===== src/sv/des_block_cipher_assert.svh =====
// Assertion macros for the DES block cipher RTL.
// Included by modules that carry concurrent checks; no other dependencies.
`ifndef DES_BLOCK_CIPHER_ASSERT_SVH
`define DES_BLOCK_CIPHER_ASSERT_SVH
`ifndef SYNTHESIS
`define DES_ASSERT_IMPL(lbl, clk, rst, ante, cons, msg) \
   lbl: assert property (@(posedge clk) disable iff (rst) (ante) |-> (cons)) else $error(msg);
`define DES_ASSERT_NEXT(lbl, clk, rst, ante, cons, msg) \
   lbl: assert property (@(posedge clk) disable iff (rst) (ante) |=> (cons)) else $error(msg);
`else
`define DES_ASSERT_IMPL(lbl, clk, rst, ante, cons, msg)
`define DES_ASSERT_NEXT(lbl, clk, rst, ante, cons, msg)
`endif
`endif


===== src/sv/des_pkg.sv =====
// Package for the DES block cipher: permutation tables, S-boxes and helpers.
// No dependencies; used by des_round_cell and des_block_cipher.
package des_pkg;

   localparam int NumRounds = 16;
   localparam logic OpEncrypt = 1'b0;
   localparam logic OpDecrypt = 1'b1;

   typedef logic [7:0] tab_entry_type;

   typedef struct packed {
      logic        valid;
      logic        decrypt;
      logic [27:0] c;
      logic [27:0] d;
      logic [31:0] l;
      logic [31:0] r;
   } cell_data_type;

   localparam tab_entry_type TAB_IP [64] = '{
      58,50,42,34,26,18,10,2, 60,52,44,36,28,20,12,4,
      62,54,46,38,30,22,14,6, 64,56,48,40,32,24,16,8,
      57,49,41,33,25,17,9,1,  59,51,43,35,27,19,11,3,
      61,53,45,37,29,21,13,5, 63,55,47,39,31,23,15,7};
   localparam tab_entry_type TAB_FP [64] = '{
      40,8,48,16,56,24,64,32, 39,7,47,15,55,23,63,31,
      38,6,46,14,54,22,62,30, 37,5,45,13,53,21,61,29,
      36,4,44,12,52,20,60,28, 35,3,43,11,51,19,59,27,
      34,2,42,10,50,18,58,26, 33,1,41,9,49,17,57,25};
   localparam tab_entry_type TAB_E [48] = '{
      32,1,2,3,4,5, 4,5,6,7,8,9, 8,9,10,11,12,13, 12,13,14,15,16,17,
      16,17,18,19,20,21, 20,21,22,23,24,25, 24,25,26,27,28,29, 28,29,30,31,32,1};
   localparam tab_entry_type TAB_P [32] = '{
      16,7,20,21,29,12,28,17, 1,15,23,26,5,18,31,10,
      2,8,24,14,32,27,3,9,    19,13,30,6,22,11,4,25};
   localparam tab_entry_type TAB_PC1 [56] = '{
      57,49,41,33,25,17,9, 1,58,50,42,34,26,18,
      10,2,59,51,43,35,27, 19,11,3,60,52,44,36,
      63,55,47,39,31,23,15, 7,62,54,46,38,30,22,
      14,6,61,53,45,37,29, 21,13,5,28,20,12,4};
   localparam tab_entry_type TAB_PC2 [48] = '{
      14,17,11,24,1,5, 3,28,15,6,21,10, 23,19,12,4,26,8, 16,7,27,20,13,2,
      41,52,31,37,47,55, 30,40,51,45,33,48, 44,49,39,56,34,53, 46,42,50,36,29,32};
   localparam logic [1:0] TAB_ROT [16] = '{1,1,2,2,2,2,2,2,1,2,2,2,2,2,2,1};

   localparam logic [3:0] TAB_S [8][64] = '{
      '{14,4,13,1,2,15,11,8,3,10,6,12,5,9,0,7, 0,15,7,4,14,2,13,1,10,6,12,11,9,5,3,8,
        4,1,14,8,13,6,2,11,15,12,9,7,3,10,5,0, 15,12,8,2,4,9,1,7,5,11,3,14,10,0,6,13},
      '{15,1,8,14,6,11,3,4,9,7,2,13,12,0,5,10, 3,13,4,7,15,2,8,14,12,0,1,10,6,9,11,5,
        0,14,7,11,10,4,13,1,5,8,12,6,9,3,2,15, 13,8,10,1,3,15,4,2,11,6,7,12,0,5,14,9},
      '{10,0,9,14,6,3,15,5,1,13,12,7,11,4,2,8, 13,7,0,9,3,4,6,10,2,8,5,14,12,11,15,1,
        13,6,4,9,8,15,3,0,11,1,2,12,5,10,14,7, 1,10,13,0,6,9,8,7,4,15,14,3,11,5,2,12},
      '{7,13,14,3,0,6,9,10,1,2,8,5,11,12,4,15, 13,8,11,5,6,15,0,3,4,7,2,12,1,10,14,9,
        10,6,9,0,12,11,7,13,15,1,3,14,5,2,8,4, 3,15,0,6,10,1,13,8,9,4,5,11,12,7,2,14},
      '{2,12,4,1,7,10,11,6,8,5,3,15,13,0,14,9, 14,11,2,12,4,7,13,1,5,0,15,10,3,9,8,6,
        4,2,1,11,10,13,7,8,15,9,12,5,6,3,0,14, 11,8,12,7,1,14,2,13,6,15,0,9,10,4,5,3},
      '{12,1,10,15,9,2,6,8,0,13,3,4,14,7,5,11, 10,15,4,2,7,12,9,5,6,1,13,14,0,11,3,8,
        9,14,15,5,2,8,12,3,7,0,4,10,1,13,11,6, 4,3,2,12,9,5,15,10,11,14,1,7,6,0,8,13},
      '{4,11,2,14,15,0,8,13,3,12,9,7,5,10,6,1, 13,0,11,7,4,9,1,10,14,3,5,12,2,15,8,6,
        1,4,11,13,12,3,7,14,10,15,6,8,0,5,9,2, 6,11,13,8,1,4,10,7,9,5,0,15,14,2,3,12},
      '{13,2,8,4,6,15,11,1,10,9,3,14,5,0,12,7, 1,15,13,8,10,3,7,4,12,5,6,11,0,14,9,2,
        7,11,4,1,9,12,14,2,0,6,10,13,15,3,5,8, 2,1,14,7,4,10,8,13,15,12,9,0,3,5,6,11}};

   // Initial permutation
   function automatic logic [63:0] perm_ip(input logic [63:0] v);
      logic [63:0] r;
      for (int i = 0; i < 64; i++) r[63-i] = v[64-TAB_IP[i]];
      return r;
   endfunction

   function automatic logic [63:0] perm_fp(input logic [63:0] v);
      logic [63:0] r;
      for (int i = 0; i < 64; i++) r[63-i] = v[64-TAB_FP[i]];
      return r;
   endfunction

   function automatic logic [55:0] perm_pc1(input logic [63:0] v);
      logic [55:0] r;
      for (int i = 0; i < 56; i++) r[55-i] = v[64-TAB_PC1[i]];
      return r;
   endfunction

   function automatic logic [47:0] perm_pc2(input logic [55:0] v);
      logic [47:0] r;
      for (int i = 0; i < 48; i++) r[47-i] = v[56-TAB_PC2[i]];
      return r;
   endfunction

   function automatic logic [47:0] perm_e(input logic [31:0] v);
      logic [47:0] r;
      for (int i = 0; i < 48; i++) r[47-i] = v[32-TAB_E[i]];
      return r;
   endfunction

   function automatic logic [31:0] perm_p(input logic [31:0] v);
      logic [31:0] r;
      for (int i = 0; i < 32; i++) r[31-i] = v[32-TAB_P[i]];
      return r;
   endfunction

   // Round function: expand, mix key, S-box, P
   function automatic logic [31:0] feistel(input logic [31:0] r, input logic [47:0] k);
      logic [47:0] e;
      logic [31:0] o;
      logic [5:0]  six;
      e = perm_e(r) ^ k;
      for (int s = 0; s < 8; s++) begin
         six = e[47-6*s -: 6];
         o[31-4*s -: 4] = TAB_S[s][{six[5], six[0], six[4:1]}];
      end
      return perm_p(o);
   endfunction

endpackage


===== src/sv/des_round_cell.sv =====
// One DES round cell: key-half rotation plus one Feistel round, registered.
// Depends on des_pkg; instanced 16 times by des_block_cipher.
`include "des_block_cipher_assert.svh"
module des_round_cell #(
   parameter int RoundIdx = 0
) (
   input  logic                   clock,
   input  logic                   reset,
   input  des_pkg::cell_data_type cell_in,
   output des_pkg::cell_data_type cell_out
);

   localparam logic [1:0] Rot = des_pkg::TAB_ROT[RoundIdx];
   // Decrypt walks the schedule backward: rotate right by the amount of
   // the later round, applied after the key of this round is taken.
   localparam logic [1:0] RotDec = des_pkg::TAB_ROT[des_pkg::NumRounds - 1 - RoundIdx];

   des_pkg::cell_data_type cell_ff, cell_in_d;
   logic [27:0] c_enc, d_enc, c_key, d_key, c_next, d_next;
   logic [47:0] sub_key;

   function automatic logic [27:0] rotl(input logic [27:0] h, input logic [1:0] s);
      return (s == 2'd2) ? {h[25:0], h[27:26]} : {h[26:0], h[27]};
   endfunction
   function automatic logic [27:0] rotr(input logic [27:0] h, input logic [1:0] s);
      return (s == 2'd2) ? {h[1:0], h[27:2]} : {h[0], h[27:1]};
   endfunction

   always_comb begin
      c_enc = rotl(cell_in.c, Rot);
      d_enc = rotl(cell_in.d, Rot);
      // Decrypt: first key is the PC-1 value itself (full rotation of 28)
      c_key = cell_in.decrypt ? cell_in.c : c_enc;
      d_key = cell_in.decrypt ? cell_in.d : d_enc;
      c_next = cell_in.decrypt ? rotr(cell_in.c, RotDec) : c_enc;
      d_next = cell_in.decrypt ? rotr(cell_in.d, RotDec) : d_enc;
      sub_key = des_pkg::perm_pc2({c_key, d_key});
      cell_in_d.valid   = cell_in.valid;
      cell_in_d.decrypt = cell_in.decrypt;
      cell_in_d.c = c_next;
      cell_in_d.d = d_next;
      cell_in_d.l = cell_in.r;
      cell_in_d.r = cell_in.l ^ des_pkg::feistel(cell_in.r, sub_key);
   end

   always_ff @(posedge clock) begin
      if (reset) begin
         cell_ff.valid <= 1'b0;
      end else begin
         cell_ff.valid <= cell_in_d.valid;
      end
      cell_ff.decrypt <= cell_in_d.decrypt;
      cell_ff.c <= cell_in_d.c;
      cell_ff.d <= cell_in_d.d;
      cell_ff.l <= cell_in_d.l;
      cell_ff.r <= cell_in_d.r;
   end

   assign cell_out = cell_ff;

   `DES_ASSERT_NEXT(a_valid_moves, clock, reset, cell_in.valid, cell_out.valid, "valid lost in cell")
   `DES_ASSERT_NEXT(a_l_from_r, clock, reset, cell_in.valid, cell_out.l == $past(cell_in.r), "L not handed from R")
   `DES_ASSERT_NEXT(a_idle_moves, clock, reset, !cell_in.valid, !cell_out.valid, "valid invented in cell")

endmodule

===== config.mk =====
export PLATFORM = sky130hd
export DESIGN_NAME = des_round_cell
export DESIGN_NICKNAME = d
export VERILOG_FILES = /design/src/sv/des_pkg.sv /design/src/sv/des_round_cell.sv
export VERILOG_INCLUDE_DIRS = /design/src /design/src/sv
export SDC_FILE = /design/constraint.sdc
export NUM_CORES = 1
export LEC_CHECK = 0
export BUFFER_PORTS_ARGS = -buffer_cell sky130_fd_sc_hd__buf_2
export CAP_MARGIN = 20
export CORE_ASPECT_RATIO = 1.25
export CORE_MARGIN = 2
export CORE_UTILIZATION = 30
export DETAILED_ROUTE_END_ITERATION = 7
export PLACE_DENSITY = 0.47
export SETUP_SLACK_MARGIN = 0.02
export SLEW_MARGIN = 30
export SYNTH_ARGS = -nofsm -noshare
export SYNTH_HDL_FRONTEND = slang
export SYNTH_SLANG_ARGS = --single-unit

===== constraint.sdc =====
create_clock -name clock -period 6.3 [get_ports clock]
set_clock_uncertainty 0.05 [all_clocks]
set_input_delay 0.315 -clock clock [delete_from_list [all_inputs] [get_ports clock]]
set_output_delay 0.315 -clock clock [all_outputs]
set_load 0.05 [all_outputs]

-- Yosys cells after proc, flatten, opt, wreduce, memory -nomap -nowiden
Memories as Yosys holds them, arrays and structs flattened.
Cells that the tools add are included.
- magnitude comparators: 8
- mux-type cells: 20
- bitwise gates (word level): 10
- operator list (cell ; number):
    28-bit 2-to-1 mux ; 4
    4-bit 2-to-1 mux ; 16
    7-bit greater-or-equal comparator, second input constant ; 8
    6-bit NOT with 7-bit output ; 8
    48-bit bitwise XOR ; 1
    32-bit bitwise XOR ; 1
- memories: 8
- ROM bits: 2048
- register bits: 122
- output and inout bits: 122
- input port bits: 124
- word-level logic and storage cells: 52
- memories (memory ; words ; width ; read ports ; clocked after memory_dff ; wr ports ; RTL line ; source):
    (no name shown) ; 64 ; 4 ; 1 ; 0 ; 0 ; des_pkg.sv:109 ; o[31-4*s -: 4] = TAB_S[s][{six[5], six[0], six[4:1]}];
    (no name shown) ; 64 ; 4 ; 1 ; 0 ; 0 ; des_pkg.sv:109 ;
    (no name shown) ; 64 ; 4 ; 1 ; 0 ; 0 ; des_pkg.sv:109 ;
    (no name shown) ; 64 ; 4 ; 1 ; 0 ; 0 ; des_pkg.sv:109 ;
    (no name shown) ; 64 ; 4 ; 1 ; 0 ; 0 ; des_pkg.sv:109 ;
    (no name shown) ; 64 ; 4 ; 1 ; 0 ; 0 ; des_pkg.sv:109 ;
    +2 memories ; n/a ; n/a ; n/a ; n/a ; n/a ; n/a ;

-- Longest topological paths before layout
- word-level depth: 7
- gate-level depth with buffers: 13
- depth with buffers taken out: 10

-- Worst setup path after synthesis
Ideal clock, no wire load.
- path type: input to register
- from: input port cell_in[120] (netlist name)
- to: register cell_ff (netlist bit cell_out[12])
- arrival time: 2.853 ns
- slack: 3.279 ns
- library setup time: 0.118 ns
- cell stages on the path: 12
- data required time: 6.132 ns
- path buffers: 2
- path through: buf_6 > buf_6 > mux2i_1 > xor2_1 > inv_1 > ha_1 > inv_1 > mux4_2 > mux2_2 > nand2_1 > o21ai_2 > xnor2_1
- RTL lines (what ; RTL line ; source):
    start: declaration ; des_round_cell.sv:9 ; input des_pkg::cell_data_type cell_in,
    end: declaration ; des_round_cell.sv:18 ; des_pkg::cell_data_type cell_ff, cell_in_d;

==> results.md <==
- Initial DRC Count: 452
- # rows: 71
- Placed Cells: 1557
- Gr ovfl total: 0
- Gpl congestion: 0.8244
- Global-route wire length before repair: 45.59 mm
- Area Growth Syn to Fin: 26.88%
- Max FFs per register: 122
- DR vias: 8066
- Initial Util: 30.65%
- Worst hold-check path type: in2reg
- DR WL/cell: 17.78 um
- TritonCTS Sinks: 122
- Worst setup SP type: primary input
- Internal power: 2.175 mW
- Sequential-to-total area share from yosys stat: 26.38%
- Clk pin slew, worst setup/hold paths: 60 ps
- Pre-antenna DRT Iters: 5
- Post-route clock period utilization: 55.39%
- Total negative slack: 0 ps
- Switch share: 42.53%
- Synth warn: 0
- Initial antenna violation count: 0
- Die width: 161.1 um
- CP Max Fanout: 40
- Sequential cell area: 2442 um^2
- Power, Total: 3.784 mW
- Post-DP HPWL: 21.65 mm
- Total GRT Usage: 17.78%
- Syn nets: 1131
- Synth area leader: dfxtp_1
- CTS tree: done
- CP endpoint kind: register
- Number of CTS-inserted buffers: 17
- Required @ worst endpoint: 6600 ps
- Vias in the first global route: 8129
- Antenna diodes: 0
- Mean post-synth cell area: 9.798 um^2
- EDFF count, synth: 0
- # setup viols final: 0
- CTS H-tree lvls: 4
- Worst Slack Setup Final: 2810 ps
- Hold Path Stages: 2
- Die Span Y: 200.4 um
- Worst path bufs/invs: 3
- Peak VDD IR: 0.1605 mV
- Core area: 30200 um^2
- Post-Synthesis Cells: 945
- Top cell family by delay on the critical path: buffers and inverters
- Post-synth cell types: 66
- Status: finished clean
- FFs w/ async S/R, synth: 0%
- Final slew viol count: 0
- Detail Route Antenna Nets: 0
- Clock power frac: 28.5%
- # nets final: 1385
- Switch Pwr: 1.609 mW
- Top cell type's share of synthesized area: 26.38%
- Syn Std Cell Area: 9259 um^2
- Flops & latches, synth: 122
- Flop pwr share: 24.6%
- Routed vias/inst: 5.001
- Final Util: 38.89%
- Max incr delay on CP: 540 ps
- Fill cells: 3063
- Final hold vios: 0
- Crit path DAT: 3790 ps
- Largest cells by area after synthesis: dfxtp_1 (26%), mux2i_1 (11%), ha_1 (8.4%)
- Comb power frac: 46.9%
- Maximum clock frequency: 286.6 MHz
- DRC Markers: 0
- RSZ-0062 raised after global routing: no
- Pin count of the biggest net entering global routing: 41
- Min-Delay Endpoint: cell_out[7]
- Pre-CTS setup slack: 2360 ps
- WL final: 28.68 mm
- Clock tree buffer depth: 2
- Main flop type after synthesis: dfxtp_1
- Shortest period the worst path allows: 3490 ps
- Worst-Margin Slew: 1009 ps
- Pwr Density: 322.1 nW/um^2
- Worst path slowest cell: buf_4
- Ports: 246
- Crit path kind: in2reg
- Max Cap Viol: 0
- Top post-synthesis cells by count: dfxtp_1 (122), mux2i_1 (98), xnor2_1 (72)
- Buffers on Ports: 245
- Root buf cell: clkbuf_16
- Area of the multi-input gates: 6441 um^2
- Most frequent cell after synthesis: dfxtp_1
- Die ar.: 32290 um^2
- Rel. slew slack: 32.27%
- CP Cell Sequence: buf_4, buf_4, mux2i_1, xnor2_2, clkinv_1, ha_1, nand2_1, o21ai_0, mux4_2, mux2i_1, xor2_1
- Fin cells: 1613
- Layout cells sized above 1: 34.49%
- Hold path start: cell_in[39]
- P_leak: 5.172 nW
-- cells by family after synthesis --
logic type	synth area share, %
adders and majority gates	8.595
and+or+nand+nor	7.662
DFF	26.38
buffers and inverters	4.784
AOI/OAI and AO/OA	13.58
xor gates and xnor gates	13.54
muxes	25.46
-- worst max path at each step --
stage | startpoint | end | depth (start not counted)
2_1_floorplan | cell_in[120] | cell_out[12] | 12
3_3_place_gp | cell_in[120] | cell_out[1] | 10
3_5_place_dp | cell_in[120] | cell_out[28] | 11
4_1_cts | cell_in[120] | cell_out[28] | 11
5_1_grt | cell_in[120] | cell_out[28] | 11
6_report | cell_in[120] | cell_out[28] | 11
-- cells in the final DEF, fill, tap and decap left out, drive strengths merged, types with 4 or more instances in the layout --
cell,n
a21oi,34
bufinv,4
nor4,6
mux4,26
a2111oi,5
xor2,40
dlygate4sd3,24
o31ai,11
o311ai,7
clkinv,9
mux2i,103
ha,62
nand3,18
nor2,57
mux2,63
o22ai,6
inv,44
clkbuf,18
o211ai,12
a211oi,22
a311oi,4
o221ai,5
buf,258
nor3,20
o21ai,35
o2111ai,6
nand2,56
a31oi,12
dfxtp,122
a221oi,4
xnor2,86
-- power groups by stage --
stage                     clock [mW]  combinational, mW  sequential (mW)
after floorplan                    0              0.899             1.41
after global placement             0               1.76            0.950
after detailed placement           0               1.76            0.950
after CTS                       1.11               1.78            0.935
after global routing            1.14               1.92            0.945
final                           1.08               1.77            0.932
-- through the flow --
stage	hold slack, ps	area (um^2)
final	28.11	11750
after global routing	0.7520	11750
after CTS	0.8228	11700
after detailed placement	403.0	10840
after global placement	401.1	10810
after floorplan	292.7	9259
-- layout make-up --
class / instances / share of cell area [%]
clock buffers: 18 / 3.653
clock inverters: 14 / 1.683
inverters: 45 / 1.438
multi-input cells: 731 / 54.83
flip-flops and latches: 122 / 20.79
well taps: 401 / 4.271
repair buffers: 282 / 13.33
-- metal layers --
metal  GRT usage, %  up-vias  part of all wire (%)
met5              0        -                     0
met4          4.911        0                   1.4
met3          4.628       23                   6.7
met2          30.87      302                    50
met1          21.66     3804                    42
li1               -     3937                     -
-- what timing repair did --
item                       4_1_cts  5_1_grt
setup endpoints to repair        0        0
hold endpoints to repair        24        0
setup buffers                    0        0
hold buffers                    24        0
resized for setup                0        0
No activity file was read; power rests on OpenSTA's default activity.
